<file path="config.mk">
export PLATFORM = sky130hd
export DESIGN_NAME = gilbert_elliott_loss_channel
export DESIGN_NICKNAME = d
export VERILOG_FILES = /design/src/rtl/gelc_pkg.sv /design/src/rtl/gelc_fifo.sv /design/src/rtl/gelc_ram.sv /design/src/rtl/gelc_front.sv /design/src/rtl/gelc_back.sv /design/src/rtl/gilbert_elliott_loss_channel.sv
export VERILOG_INCLUDE_DIRS = /design/src /design/src/rtl
export SDC_FILE = /design/constraint.sdc
export NUM_CORES = 2
export LEC_CHECK = 0
export CAP_MARGIN = 20
export CORE_AREA = 2 2 367 551
export CTS_CLUSTER_SIZE = 8
export DETAILED_ROUTE_END_ITERATION = 7
export DIE_AREA = 0 0 369 553
export DONT_BUFFER_PORTS = 1
export PLACE_DENSITY = 0.74
export SKIP_CTS_REPAIR_TIMING = 1
export SLEW_MARGIN = 20
export SYNTH_ARGS = -nofsm -noshare
export SYNTH_HDL_FRONTEND = slang
export SYNTH_SLANG_ARGS = --single-unit
</file>
<file path="constraint.sdc">
create_clock -name i_clk -period 7.9 [get_ports i_clk]
set_clock_uncertainty 0.1 [all_clocks]
set_input_delay 1.58 -clock i_clk [delete_from_list [all_inputs] [get_ports i_clk]]
set_output_delay 1.58 -clock i_clk [all_outputs]
set_load 0.01 [all_outputs]
</file>
<file path="src/rtl/gilbert_elliott_loss_channel_macros.svh">
// Assertion macros for the loss channel RTL.
`ifndef GILBERT_ELLIOTT_LOSS_CHANNEL_MACROS_SVH
`define GILBERT_ELLIOTT_LOSS_CHANNEL_MACROS_SVH

`ifndef SYNTH
// Same-cycle implication, disabled during reset.
`define GELC_ASSERT_IMP(label, clk, rst_n, ante, cons, msg) \
    label: assert property (@(posedge clk) disable iff (!rst_n) (ante) |-> (cons)) \
        else $error(msg);
// Next-cycle implication, disabled during reset.
`define GELC_ASSERT_NEXT(label, clk, rst_n, ante, cons, msg) \
    label: assert property (@(posedge clk) disable iff (!rst_n) (ante) |=> (cons)) \
        else $error(msg);
`else
`define GELC_ASSERT_IMP(label, clk, rst_n, ante, cons, msg)
`define GELC_ASSERT_NEXT(label, clk, rst_n, ante, cons, msg)
`endif

`endif

</file>
<file path="src/rtl/gelc_pkg.sv">
// Types, codes and defaults shared by the loss channel modules.
`default_nettype none
package gelc_pkg;

    localparam int MAX_BURST_DEF   = 64;
    localparam int COUNT_WIDTH_DEF = 32;

    localparam int THRESH_W    = 14;
    localparam int OPCODE_W    = 2;
    localparam int BIN_W       = 6;
    localparam int BURST_OUT_W = 7;
    localparam int BIN_COUNT_W = 32;
    localparam int CFG_IDX_W   = 2;

    localparam int CMD_Q_DEPTH = 2;
    localparam int OUT_Q_DEPTH = 4;

    // Register indexes on the configuration port
    localparam logic [CFG_IDX_W-1:0] CFG_G2B = CFG_IDX_W'(0);
    localparam logic [CFG_IDX_W-1:0] CFG_B2G = CFG_IDX_W'(1);

    typedef enum logic [OPCODE_W-1:0] {
        OP_STEP = 2'd0,
        OP_HOLD = 2'd1,
        OP_READ = 2'd2
    } t_opcode;

    typedef enum logic [1:0] {
        CMD_PASS = 2'd0,
        CMD_READ = 2'd1,
        CMD_BIN  = 2'd2
    } t_cmd_kind;

    typedef enum logic {
        CLR_SWEEP = 1'b0,
        CLR_DONE  = 1'b1
    } t_clr_state;

    typedef struct packed {
        logic [OPCODE_W-1:0] opcode;
        logic [THRESH_W-1:0] random_draw;
        logic [BIN_W-1:0]    bin_index;
    } t_in_item;

    typedef struct packed {
        logic                   channel_good;
        logic [BURST_OUT_W-1:0] burst_length;
        logic [BIN_COUNT_W-1:0] bin_count;
    } t_out_item;

    // Classified item handed from front to back
    typedef struct packed {
        logic                   channel_good;
        logic [BURST_OUT_W-1:0] burst_length;
        t_cmd_kind              kind;
    } t_cmd;

    // Back-end status seen by the top level
    typedef struct packed {
        logic clearing;
        logic cmd_pop;
        logic res_valid;
    } t_back_status;

endpackage
`default_nettype wire

</file>
<file path="src/rtl/gelc_fifo.sv">
// Small register FIFO with occupancy count.
`default_nettype none
module gelc_fifo
    import gelc_pkg::*;
#(
    parameter int WIDTH = 8,
    parameter int DEPTH = 2
) (
    input  wire logic                       i_clk,
    input  wire logic                       i_rst_n,
    input  wire logic                       i_push,
    input  wire logic [WIDTH-1:0]           i_data,
    input  wire logic                       i_pop,
    output logic      [WIDTH-1:0]           o_data,
    output logic                            o_full,
    output logic                            o_empty,
    output logic      [$clog2(DEPTH+1)-1:0] o_count
);
    localparam int PW = $clog2(DEPTH);
    localparam int NW = $clog2(DEPTH+1);

    logic [WIDTH-1:0] r_mem [DEPTH];
    logic [PW-1:0]    r_wr_ptr, n_wr_ptr;
    logic [PW-1:0]    r_rd_ptr, n_rd_ptr;
    logic [NW-1:0]    r_count, n_count;
    logic             do_push, do_pop;

    assign o_full  = (r_count == NW'(DEPTH));
    assign o_empty = (r_count == '0);
    assign o_count = r_count;
    assign o_data  = r_mem[r_rd_ptr];
    assign do_push = i_push && !o_full;
    assign do_pop  = i_pop && !o_empty;

    // Advance pointers with wrap at the depth
    always_comb begin
        n_wr_ptr = r_wr_ptr;
        n_rd_ptr = r_rd_ptr;
        n_count  = r_count;
        if (do_push) begin
            n_wr_ptr = (r_wr_ptr == PW'(DEPTH-1)) ? '0 : r_wr_ptr + 1'b1;
        end
        if (do_pop) begin
            n_rd_ptr = (r_rd_ptr == PW'(DEPTH-1)) ? '0 : r_rd_ptr + 1'b1;
        end
        if (do_push && !do_pop) begin
            n_count = r_count + 1'b1;
        end else if (do_pop && !do_push) begin
            n_count = r_count - 1'b1;
        end
    end

    always_ff @(posedge i_clk) begin
        if (!i_rst_n) begin
            r_wr_ptr <= '0;
            r_rd_ptr <= '0;
            r_count  <= '0;
        end else begin
            r_wr_ptr <= n_wr_ptr;
            r_rd_ptr <= n_rd_ptr;
            r_count  <= n_count;
        end
    end

    // Store entry on push
    always_ff @(posedge i_clk) begin
        if (do_push) begin
            r_mem[r_wr_ptr] <= i_data;
        end
    end

endmodule
`default_nettype wire

</file>
<file path="src/rtl/gelc_ram.sv">
// Generic simple dual-port RAM with registered read.
`default_nettype none
module gelc_ram
    import gelc_pkg::*;
#(
    parameter int WIDTH = 32,
    parameter int DEPTH = 64
) (
    input  wire logic                     i_clk,
    input  wire logic                     i_wr_en,
    input  wire logic [$clog2(DEPTH)-1:0] i_wr_addr,
    input  wire logic [WIDTH-1:0]         i_wr_data,
    input  wire logic [$clog2(DEPTH)-1:0] i_rd_addr,
    output logic      [WIDTH-1:0]         o_rd_data
);
    logic [WIDTH-1:0] r_mem [DEPTH];
    logic [WIDTH-1:0] r_rd_data;

    assign o_rd_data = r_rd_data;

    // Write port and registered read port
    always_ff @(posedge i_clk) begin
        if (i_wr_en) begin
            r_mem[i_wr_addr] <= i_wr_data;
        end
        r_rd_data <= r_mem[i_rd_addr];
    end

endmodule
`default_nettype wire

</file>
<file path="src/rtl/gelc_front.sv">
// Front end: thresholds, channel state, burst counter and item classification.
`default_nettype none
module gelc_front
    import gelc_pkg::*;
#(
    parameter int MAX_BURST = MAX_BURST_DEF
) (
    input  wire logic                         i_clk,
    input  wire logic                         i_rst_n,
    input  wire logic                         i_cfg_valid,
    input  wire logic [CFG_IDX_W-1:0]         i_cfg_index,
    input  wire logic [THRESH_W-1:0]          i_cfg_data,
    input  wire logic                         i_accept,
    input  wire t_in_item                     i_in,
    output t_cmd                              o_cmd,
    output logic      [$clog2(MAX_BURST)-1:0] o_addr
);
    localparam int AW = $clog2(MAX_BURST);
    localparam int CW = $clog2(MAX_BURST+1);
    localparam int IW = (AW > BIN_W) ? AW : BIN_W;
    localparam int OW = (CW > BURST_OUT_W) ? CW : BURST_OUT_W;

    logic [THRESH_W-1:0] r_g2b, r_b2g;
    logic                r_good, n_good;
    logic [CW-1:0]       r_burst, n_burst;
    logic [CW-1:0]       burst_inc;
    logic [IW-1:0]       bin_ext;
    logic [OW-1:0]       burst_ext;
    logic                bin_in_range;

    // Take configuration writes; unknown indexes drop
    always_ff @(posedge i_clk) begin
        if (!i_rst_n) begin
            r_g2b <= '0;
            r_b2g <= '0;
        end else if (i_cfg_valid) begin
            case (i_cfg_index)
                CFG_G2B: r_g2b <= i_cfg_data;
                CFG_B2G: r_b2g <= i_cfg_data;
                default: ;
            endcase
        end
    end

    assign burst_inc    = (r_burst < CW'(MAX_BURST)) ? r_burst + 1'b1 : r_burst;
    assign bin_ext      = IW'(i_in.bin_index);
    assign bin_in_range = (32'(i_in.bin_index) < MAX_BURST);

    // Classify the item and compute the next channel state
    always_comb begin
        n_good     = r_good;
        n_burst    = r_burst;
        o_cmd.kind = CMD_PASS;
        o_addr     = '0;
        case (i_in.opcode)
            OP_STEP: begin
                if (r_good) begin
                    if (i_in.random_draw < r_g2b) begin
                        n_good  = 1'b0;
                        n_burst = burst_inc;
                    end
                end else if (i_in.random_draw < r_b2g) begin
                    n_good  = 1'b1;
                    n_burst = '0;
                    // bin only finished bursts shorter than the saturation point
                    if (r_burst != '0 && r_burst < CW'(MAX_BURST)) begin
                        o_cmd.kind = CMD_BIN;
                        o_addr     = r_burst[AW-1:0];
                    end
                end else begin
                    n_burst = burst_inc;
                end
            end
            OP_HOLD: begin
                if (!r_good) begin
                    n_burst = burst_inc;
                end
            end
            OP_READ: begin
                if (bin_in_range) begin
                    o_cmd.kind = CMD_READ;
                    o_addr     = bin_ext[AW-1:0];
                end
            end
            default: ;
        endcase
        // Report the state after this item
        burst_ext          = OW'(n_burst);
        o_cmd.channel_good = n_good;
        o_cmd.burst_length = burst_ext[BURST_OUT_W-1:0];
    end

    // Advance channel state on transfer
    always_ff @(posedge i_clk) begin
        if (!i_rst_n) begin
            r_good  <= 1'b1;
            r_burst <= '0;
        end else if (i_accept) begin
            r_good  <= n_good;
            r_burst <= n_burst;
        end
    end

endmodule
`default_nettype wire

</file>
<file path="src/rtl/gelc_back.sv">
// Back end: histogram clearing, update and read through the RAM.
`default_nettype none
module gelc_back
    import gelc_pkg::*;
#(
    parameter int MAX_BURST   = MAX_BURST_DEF,
    parameter int COUNT_WIDTH = COUNT_WIDTH_DEF
) (
    input  wire logic                             i_clk,
    input  wire logic                             i_rst_n,
    input  wire logic                             i_cmd_valid,
    input  wire t_cmd                             i_cmd,
    input  wire logic [$clog2(MAX_BURST)-1:0]     i_addr,
    input  wire logic [$clog2(OUT_Q_DEPTH+1)-1:0] i_out_count,
    output t_back_status                          o_status,
    output t_out_item                             o_res
);
    localparam int AW  = $clog2(MAX_BURST);
    localparam int OCW = $clog2(OUT_Q_DEPTH+1);
    localparam int XW  = (COUNT_WIDTH > BIN_COUNT_W) ? COUNT_WIDTH : BIN_COUNT_W;

    t_clr_state           r_clr_state, n_clr_state;
    logic [AW-1:0]        r_clr_addr;
    logic                 clearing;
    logic                 issue;
    logic                 r_b_valid;
    t_cmd                 r_b_cmd;
    logic [AW-1:0]        r_b_addr;
    logic                 r_wr_valid;
    logic [AW-1:0]        r_wr_addr;
    logic [COUNT_WIDTH-1:0] r_wr_data;
    logic                 wr_en;
    logic [AW-1:0]        wr_addr;
    logic [COUNT_WIDTH-1:0] wr_data;
    logic [COUNT_WIDTH-1:0] rd_data;
    logic [COUNT_WIDTH-1:0] cur_count;
    logic [COUNT_WIDTH-1:0] sat_count;
    logic [XW-1:0]        count_ext;

    // Sweep next state: clear each bin once after reset
    always_comb begin
        n_clr_state = r_clr_state;
        case (r_clr_state)
            CLR_SWEEP: begin
                if (r_clr_addr == AW'(MAX_BURST-1)) begin
                    n_clr_state = CLR_DONE;
                end
            end
            CLR_DONE: n_clr_state = CLR_DONE;
            default:  n_clr_state = CLR_SWEEP;
        endcase
    end

    // Sweep outputs
    always_comb begin
        case (r_clr_state)
            CLR_SWEEP: clearing = 1'b1;
            default:   clearing = 1'b0;
        endcase
    end

    always_ff @(posedge i_clk) begin
        if (!i_rst_n) begin
            r_clr_state <= CLR_SWEEP;
            r_clr_addr  <= '0;
        end else begin
            r_clr_state <= n_clr_state;
            if (clearing) begin
                r_clr_addr <= r_clr_addr + 1'b1;
            end
        end
    end

    // Issue only when the result queue has room for everything in flight
    assign issue = i_cmd_valid && !clearing &&
        ((OCW+1)'(i_out_count) + (OCW+1)'(r_b_valid) < (OCW+1)'(OUT_Q_DEPTH));

    always_ff @(posedge i_clk) begin
        if (!i_rst_n) begin
            r_b_valid <= 1'b0;
        end else begin
            r_b_valid <= issue;
        end
    end

    always_ff @(posedge i_clk) begin
        r_b_cmd  <= i_cmd;
        r_b_addr <= i_addr;
    end

    // Forward the previous write when the read raced it
    assign cur_count = (r_wr_valid && r_wr_addr == r_b_addr) ? r_wr_data : rd_data;
    assign sat_count = (&cur_count) ? cur_count : cur_count + 1'b1;

    // Select sweep write or bin update
    always_comb begin
        if (clearing) begin
            wr_en   = 1'b1;
            wr_addr = r_clr_addr;
            wr_data = '0;
        end else begin
            wr_en   = r_b_valid && (r_b_cmd.kind == CMD_BIN);
            wr_addr = r_b_addr;
            wr_data = sat_count;
        end
    end

    always_ff @(posedge i_clk) begin
        if (!i_rst_n) begin
            r_wr_valid <= 1'b0;
        end else begin
            r_wr_valid <= wr_en;
        end
    end

    always_ff @(posedge i_clk) begin
        r_wr_addr <= wr_addr;
        r_wr_data <= wr_data;
    end

    gelc_ram #(
        .WIDTH (COUNT_WIDTH),
        .DEPTH (MAX_BURST)
    ) u_hist (
        .i_clk     (i_clk),
        .i_wr_en   (wr_en),
        .i_wr_addr (wr_addr),
        .i_wr_data (wr_data),
        .i_rd_addr (i_addr),
        .o_rd_data (rd_data)
    );

    // Build the result; counts show their low 32 bits
    assign count_ext          = XW'(cur_count);
    assign o_res.channel_good = r_b_cmd.channel_good;
    assign o_res.burst_length = r_b_cmd.burst_length;
    assign o_res.bin_count    = (r_b_cmd.kind == CMD_READ) ? count_ext[BIN_COUNT_W-1:0] : '0;

    assign o_status.clearing  = clearing;
    assign o_status.cmd_pop   = issue;
    assign o_status.res_valid = r_b_valid;

endmodule
`default_nettype wire

</file>
<file path="src/rtl/gilbert_elliott_loss_channel.sv">
// Items pass the command queue, a back-end register and the result queue.
// Throughput: one item per cycle when not stalled; the histogram RAM does one
// read and one write per cycle, with the previous write forwarded to the
// following read. Reset: synchronous, active low; afterwards a clearing pass
// zeroes every bin while full stays high; configuration writes are taken.
`default_nettype none
`include "gilbert_elliott_loss_channel_macros.svh"
module gilbert_elliott_loss_channel
    import gelc_pkg::*;
#(
    parameter int MAX_BURST   = MAX_BURST_DEF,
    parameter int COUNT_WIDTH = COUNT_WIDTH_DEF
) (
    input  wire logic                 i_clk,
    input  wire logic                 i_rst_n,
    input  wire logic                 i_cfg_valid,
    output logic                      o_cfg_ready,
    input  wire logic [CFG_IDX_W-1:0] i_cfg_index,
    input  wire logic [THRESH_W-1:0]  i_cfg_data,
    input  wire logic                 push,
    output logic                      full,
    input  wire t_in_item             i_in,
    output logic                      empty,
    input  wire logic                 pop,
    output t_out_item                 o_out
);
    localparam int AW   = $clog2(MAX_BURST);
    localparam int CQW  = $bits(t_cmd) + AW;
    localparam int OQW  = $bits(t_out_item);
    localparam int OCW  = $clog2(OUT_Q_DEPTH+1);
    localparam int CQCW = $clog2(CMD_Q_DEPTH+1);

    logic               accept;
    t_cmd               f_cmd;
    logic [AW-1:0]      f_addr;
    logic [CQW-1:0]     cq_out;
    logic               cq_full, cq_empty;
    logic [CQCW-1:0]    cq_count;
    t_cmd               b_cmd;
    logic [AW-1:0]      b_addr;
    t_back_status       b_status;
    t_out_item          b_res;
    logic [OQW-1:0]     oq_out;
    logic               oq_full;
    logic [OCW-1:0]     oq_count;

    assign o_cfg_ready = 1'b1;
    assign full        = cq_full || b_status.clearing;
    assign accept      = push && !full;

    gelc_front #(
        .MAX_BURST (MAX_BURST)
    ) u_front (
        .i_clk       (i_clk),
        .i_rst_n     (i_rst_n),
        .i_cfg_valid (i_cfg_valid),
        .i_cfg_index (i_cfg_index),
        .i_cfg_data  (i_cfg_data),
        .i_accept    (accept),
        .i_in        (i_in),
        .o_cmd       (f_cmd),
        .o_addr      (f_addr)
    );

    // Decouple classification from histogram work
    gelc_fifo #(
        .WIDTH (CQW),
        .DEPTH (CMD_Q_DEPTH)
    ) u_cmd_q (
        .i_clk   (i_clk),
        .i_rst_n (i_rst_n),
        .i_push  (accept),
        .i_data  ({f_cmd, f_addr}),
        .i_pop   (b_status.cmd_pop),
        .o_data  (cq_out),
        .o_full  (cq_full),
        .o_empty (cq_empty),
        .o_count (cq_count)
    );

    assign b_cmd  = t_cmd'(cq_out[CQW-1:AW]);
    assign b_addr = cq_out[AW-1:0];

    gelc_back #(
        .MAX_BURST   (MAX_BURST),
        .COUNT_WIDTH (COUNT_WIDTH)
    ) u_back (
        .i_clk       (i_clk),
        .i_rst_n     (i_rst_n),
        .i_cmd_valid (!cq_empty),
        .i_cmd       (b_cmd),
        .i_addr      (b_addr),
        .i_out_count (oq_count),
        .o_status    (b_status),
        .o_res       (b_res)
    );

    // Hold results until the consumer takes them
    gelc_fifo #(
        .WIDTH (OQW),
        .DEPTH (OUT_Q_DEPTH)
    ) u_out_q (
        .i_clk   (i_clk),
        .i_rst_n (i_rst_n),
        .i_push  (b_status.res_valid),
        .i_data  (b_res),
        .i_pop   (pop),
        .o_data  (oq_out),
        .o_full  (oq_full),
        .o_empty (empty),
        .o_count (oq_count)
    );

    assign o_out = t_out_item'(oq_out);

    // Credit check keeps the result queue from overflowing
    `GELC_ASSERT_IMP(a_out_room, i_clk, i_rst_n, b_status.res_valid, !oq_full, "result queue overflow")
    // Every issued command yields a result in the following cycle
    `GELC_ASSERT_NEXT(a_issue_result, i_clk, i_rst_n, b_status.cmd_pop, b_status.res_valid, "issued command lost")
    // No command is queued or issued during the clearing pass
    `GELC_ASSERT_IMP(a_clear_idle, i_clk, i_rst_n, b_status.clearing, !b_status.cmd_pop && cq_count == '0, "work during clear")

endmodule
`default_nettype wire
</file>
# ---- Word-level counts from Yosys, hierarchy flattened
# Memories as Yosys holds them, arrays and structs flattened. A register that Yosys moved wholly into a read port is not among the register bits.
# Cells that the tools add are included.
dict set report word_totals {
  reg_bits 110
  ram_bits 2240
  input_bits 43
  out_inout_bits 43
  word_cells 130
  memories 3
}
# memory words width rd rd_ports_with_merged_regs write_ports line_no
set mem_list {}
lappend mem_list {u_back.u_hist.r_mem 64 32 1 1 1 gelc_ram.sv:16} ;# logic [WIDTH-1:0] r_mem [DEPTH];
lappend mem_list {u_out_q.r_mem 4 40 1 1 1 gelc_fifo.sv:22} ;# logic [WIDTH-1:0] r_mem [DEPTH];
lappend mem_list {u_cmd_q.r_mem 2 16 1 1 1 gelc_fifo.sv:22}
dict set report classes {
  n_addsub 12
  n_lt_le_gt_ge 4
  n_eq_ne 11
  n_mux 45
  n_bitwise 1
  reduce_logical 34
}
# operator count
set ops {}
lappend ops {{$mux 32} 4}
lappend ops {{$mux 7} 5}
lappend ops {{$add 32x1->32 const B} 1}
lappend ops {{$reduce_and 32->1} 1}
lappend ops {{$lt 14x14->1} 2}
lappend ops {{$mux 6} 4}
lappend ops {{$mux 2} 9}
lappend ops {{$mux 1} 17}
lappend ops {{$logic_and 1x1->1} 14}
lappend ops {{$pmux 7 s2} 1}
lappend ops {{$pmux 6 s2} 1}
lappend ops {{$eq 2x2->1 const B} 5}
lappend ops {{$logic_not 1->1} 9}
lappend ops {{$add 7x1->7 const B} 1}
lappend ops {{$lt 7x7->1 const B} 1}
lappend ops {{$reduce_bool 7->1} 1}
lappend ops {{$add 2x1->2 const B} 3}
lappend ops {{$add 6x1->6 const B} 1}
lappend ops {{$eq 2x1->1 const B} 3}
lappend ops {{$eq 6x6->1} 1}
lappend ops {{$eq 6x6->1 const B} 1}
lappend ops {{$logic_not 2->1} 3}
lappend ops {{$mux 3} 2}
lappend ops {{$add 3x1->4} 1}
lappend ops {{other kinds (13)} 16}

# ---- Depth between registers and ports, before layout
dict set report depth {
  word_depth 9
  mapped_depth 15
  mapped_depth_nobuf 10
}

# ---- Modules after synthesis
# From an unflattened synthesis, not the netlist that was laid out.
dict set report unflattened {
  cells_unflattened 4455
  hier_area_um2 92618.8
}
# mod n_inst cells_per_inst area_per_inst_um2 seq_area_each_um2
set by_module_without_submodules {}
lappend by_module_without_submodules {gelc_ram 1 3324 78515.3 62139.6}
lappend by_module_without_submodules {{gelc_fifo at u_out_q} 1 260 6297.3 4984.8}
lappend by_module_without_submodules {gelc_back 1 446 3844.9 1261.2}
lappend by_module_without_submodules {gelc_front 1 345 2544.9 720.7}
lappend by_module_without_submodules {{gelc_fifo at u_cmd_q} 1 75 1387.6 1061.0}
lappend by_module_without_submodules {gilbert_elliott_loss_channel 1 5 28.8 0.0}

# ---- Worst setup path before layout
# No wires, ideal clock.
dict set report synth_path {
  path_kind {register -> register}
  start {register u_back.r_b_addr[5]}
  end {memory u_back.u_hist.r_mem[0][23] (data pin)}
  setup_ns 0.747
  t_arrival_ns 5.900
  t_required_ns 7.053
  setup_slack_ns 1.153
  path_stages_with_launch 15
  n_path_buf 4
  period_less_slack_ns 6.747
  cell_sequence {dfxtp_1 > xor2_1 > or3_1 > buf_4 > nor2_2 > buf_2 > buf_2 > buf_2 > mux2i_1 > inv_1 > ha_1 > and3_1 > a311oi_4 > o21ai_1 > a221oi_1}
}
dict set report synth_via {
  elab_chain_len 6
  word_cells_on_any_way 7
  classes_between {1 x add/sub; 1 x eq/ne; 3 x mux; 2 x reduce/logical}
}
# element line_no
set synth_rtl {}
lappend synth_rtl {{start, declared} gelc_back.sv:28} ;# logic [AW-1:0] r_b_addr;
lappend synth_rtl {{start signal, assigned} gelc_back.sv:88} ;# r_b_addr <= i_addr;
lappend synth_rtl {{$eq 6x6->1 (*)} gelc_back.sv:92} ;# assign cur_count = (r_wr_valid && r_wr_addr == r_b_addr) ? r_wr_data : rd_data;
lappend synth_rtl {{$logic_and 1x1->1 (*)} gelc_back.sv:92}
lappend synth_rtl {{$mux 32 (*)} gelc_back.sv:92}
lappend synth_rtl {{$add 32x1->32 or $reduce_and 32->1 (tied branches)} gelc_back.sv:93} ;# assign sat_count = (&cur_count) ? cur_count : cur_count + 1'b1;
lappend synth_rtl {{$mux 32 (*)} gelc_back.sv:93}
lappend synth_rtl {{$mux 32 (*)} gelc_back.sv:97} ;# if (clearing) begin
lappend synth_rtl {{net u_back.u_hist.i_wr_data[23]} gelc_ram.sv:12} ;# input wire logic [WIDTH-1:0] i_wr_data,
lappend synth_rtl {{end, declared} gelc_ram.sv:16}
# Mark *: on every way through the listed nets, which the timed path passes. The rest lies on a longest branch.

# ---- Final worst setup path
dict set report layout_path {
  start {register u_back.r_b_addr[3]}
  end {memory u_back.u_hist.r_mem[108][15] (netlist: u_back.u_hist.r_mem[54][15]) (data pin)}
}
# The elaborated chain is that of the path after synthesis.

==> summary.md <==
| Metric | Value |
|---|---|
| Worst Setup Path Type | `reg -> reg` |
| Worst path slowest cell | `o21a_2` |
| Number of CTS-inserted buffers | `340` |
| Met2 usage | `42.24%` |
| Cell Area, Synth | `0.09515 mm²` |
| Core Region | `0.1992 mm²` |
| Simple-Gate Fraction of Synth Area | `16.45%` |
| Sequential fraction of the synthesis area | `73.74%` |
| Port buffer count | `0` |
| TNS Setup | `0 ns` |
| Initial Utilization | `47.77%` |
| Worst-case clock buffer depth | `4` |
| Initial antenna violation count | `2` |
| Post-synthesis xor/xnor area fraction | `0.3314%` |
| Hold Path Stages | `2` |
| Place WS | `2.653 ns` |
| Post-Syn Instances | `7387` |
| EDFF count, synth | `2240` |
| Worst path arrival time | `5.59 ns` |
| Die Wd | `369 µm` |
| Max Fclk | `191.7 MHz` |
| Compound-cell area share of the yosys netlist | `5.077%` |
| Critical Path End Type | `flop` |
| Most frequent cell after synthesis | `edfxtp_1` |
| Synth top area cells | `edfxtp_1 71%, nand2_1 8.5%, nand3_1 5.5%` |
| Actual slew at the worst max-slew pin | `1.107 ns` |
| Max-slew headroom | `26.17%` |
| Critical Path RT | `8.27 ns` |
| Routed wire length | `267000 µm` |
| Grt total ovfl | `0` |
| R2r endpoint | `u_back.u_hist.r_mem[54][15]` |
| H-tree level count | `5` |
| Row Count | `201` |
| I/O Pins | `86` |
| Synth area leader | `edfxtp_1` |
| Vias in the first global route | `62320` |
| Clk Latency, worst-skew pair | `0.87 ns` |
| Fin crit share | `66.05%` |
| Overall Power | `27290 µW` |
| Min-Delay Path Class | `reg -> reg` |
| Final hold vios | `0` |
| Clk sink count | `2385` |
| Leak pwr | `0.03642 µW` |
| GR Util met1 | `30.40%` |
| VDD IR max | `0.2316 mV` |
| Type of origin of the critical path | `flop` |
| # DRC | `1` |
| #FFs+latches synth | `2385` |
| Worst R2R Setup Slack | `2.68 ns` |
| CP Cell Sequence | `xnor2_1 > nand4_1 > nor2_4 > buf_4 > mux2i_1 > and4bb_2 > a31oi_2 > a21oi_1 > o21a_2` |
| Placed wire-length estimate | `132100 µm` |
| Largest family of logic cells by synthesized area | `simple AND/OR/NAND/NOR gates` |
| Syn avg cell area | `12.88 µm²` |
| Area share of the largest cell type after synthesis | `70.69%` |
| Syn_nets | `7469` |
| Layout cells sized above 1 | `9.280%` |
| Nets@finish | `7453` |
| Post-DRT Antenna Nets | `0` |
| Min Clock Period, post-route | `5.218 ns` |
| Worst hold path endpoint | `u_front.r_g2b[0]` |
| # Max-Cap Violations | `0` |
| First-pass GRT wire length | `387400 µm` |
| Average wire per standard cell | `26.33 µm` |
| Via count | `63430` |
| CP Max Fanout | `65` |
| Via density per instance | `6.255` |
| Violated checks | `design-rule violations` |
| Final slew viol count | `0` |
| Largest net degree at the start of global routing | `186` |
| Synth cell types | `74` |
| Die ar. | `0.2041 mm²` |
| First drt pass iteration count | `8` |
| Synth Warn # | `0` |
| Commonest register cell after synthesis | `edfxtp_1` |
| M3 GR Usage | `4.420%` |
| Area after DPL | `0.09862 mm²` |
| Most instantiated cells after synthesis | `2240 x edfxtp_1, 2162 x nand2_1, 1048 x nand3_1, 448 x clkbuf_1, 358 x a311oi_1` |
| Top Usage Layer GRT | `met2` |
| Mux share of post-synthesis cell area | `1.611%` |
| Status | `finished with violations` |
| Area grow syn2layout | `13.82%` |
| Min Hold Slack | `0.3557 ns` |
| PwrDens | `251.9 mW/mm²` |
| Hold path start | `u_front.r_g2b[0]` |
| Die Ht | `553 µm` |
| Finished Cell Area | `0.1083 mm²` |
| R2r worst-path depth | `9` |
| DR iter-0 viols | `9018` |
| Worst-path clk slew | `0.05 ns` |
| CTS tree | `done` |
| Final setup fails | `0` |
| Routability cong. | `0.9505` |
| Adder-cell share of the synthesized area | `0.5207%` |
| RR Startpoint | `u_back.r_b_addr[3]` |
| Worst path max stage delay | `0.86 ns` |
| Total GRT Usage | `25.30%` |
| Setup ws final | `2.682 ns` |
| RSZ-0062 raised after global routing | `false` |
| CTS root buf | `clkbuf_16` |
| Asr flop ratio synth | `0%` |
==> state kept, by name (all words and copies together) (netlist names), 3 cells and up, named ones only <==
name and flops:
u_front.r_g2b 14, u_back.u_hist.r_mem 2048, u_back.r_wr_addr 6, u_out_q.r_mem 160, u_back.r_b_addr 6, u_out_q.o_count 3
u_back.r_wr_data 32, u_back.u_hist.o_rd_data 32, u_back.r_clr_addr 6, u_front.r_b2g 14, u_cmd_q.r_mem 32, u_back.o_res 8
u_front.r_burst 7
==> power breakdown <==
group / internal, µW / switching [µW]
Combinational: 185 / 302
Clock: 7930 / 5100
Sequential: 13700 / 42.9
Total: 21800 / 5440
==> per-stage QoR <==
stage                     cells  utilization [%]
after global routing      10140            54.38
final                     10140            54.38
after CTS                 10130            54.24
after floorplan            7387                -
after global placement     9656            49.50
after detailed placement   9657            49.51
==> cell families (layout without fill, tap and decap cells) <==
| logic type | after synthesis | count (layout) |
|---|---|---|
| and+or+nand+nor | 3639 | 3639 |
| muxes | 101 | 101 |
| AOI/OAI and AO/OA | 629 | 629 |
| DFF | 2385 | 2385 |
| xor gates and xnor gates | 36 | 36 |
| other | 1 | 2 |
| buffers and inverters | 557 | 670 |
| adders and majority gates | 39 | 39 |
==> worst max path at each step <==
| stage | start | slack [ns] | cells past startpoint | to |
|---|---|---|---|---|
| floorplan | u_back.r_b_addr[5] | 1.15 | 14 | u_back.u_hist.r_mem[0][23] |
| global placement | u_back.r_b_addr[4] | 2.77 | 9 | u_back.u_hist.r_mem[40][21] |
| detailed placement | u_back.r_b_addr[3] | 2.65 | 9 | u_back.u_hist.r_mem[61][21] |
| CTS | u_back.r_b_addr[3] | 2.62 | 9 | u_back.u_hist.r_mem[59][21] |
| global route | u_back.r_b_addr[4] | 2.49 | 9 | u_back.u_hist.r_mem[49][15] |
| finish | u_back.r_b_addr[3] | 2.68 | 9 | u_back.u_hist.r_mem[54][15] |
==> layer usage <==
metal | wire (µm) | share of wire (%)
met1 | 89750 | 34
met2 | 129400 | 48
met3 | 29320 | 11
met4 | 18530 | 6.9
met5 | 13 | 0.0049
==> critical path, delay by kind of cell, from the launching register on <==
family          cells  cell delay (ns)
simple gates        3             1.92
mux                 1             0.29
xor+xnor            1             0.24
buf+inv             1             0.51
flops               1             0.31
compound gates      3             1.41
==> area by class of cell <==
| type | instances | area, µm² |
|---|---|---|
| Multi-Input combinational cell | 4445 | 23630 |
| Antenna cell | 1 | 2.502 |
| Clock inverter | 16 | 314.1 |
| Sequential cell | 2385 | 70170 |
| Inverter | 56 | 230.2 |
| Timing Repair Buffer | 143 | 1546 |
| Clock buffer | 455 | 9110 |
| Fill cell | 15200 | 90870 |
| Tap cell | 2639 | 3302 |
==> cells in the final DEF, fill, tap and decap left out, drive strengths merged, types with 19 or more instances in the layout <==
cell type	count
ha	38
clkbuf	455
xor2	27
nand4	19
a311oi	359
o21ai	24
inv	58
and3	147
a21oi	133
nor3	51
nand3	1049
buf	143
mux4	40
a31oi	43
nor2	164
edfxtp	2240
nand2	2162
dfxtp	145
mux2i	44
Power figures use the tool's default switching activity.
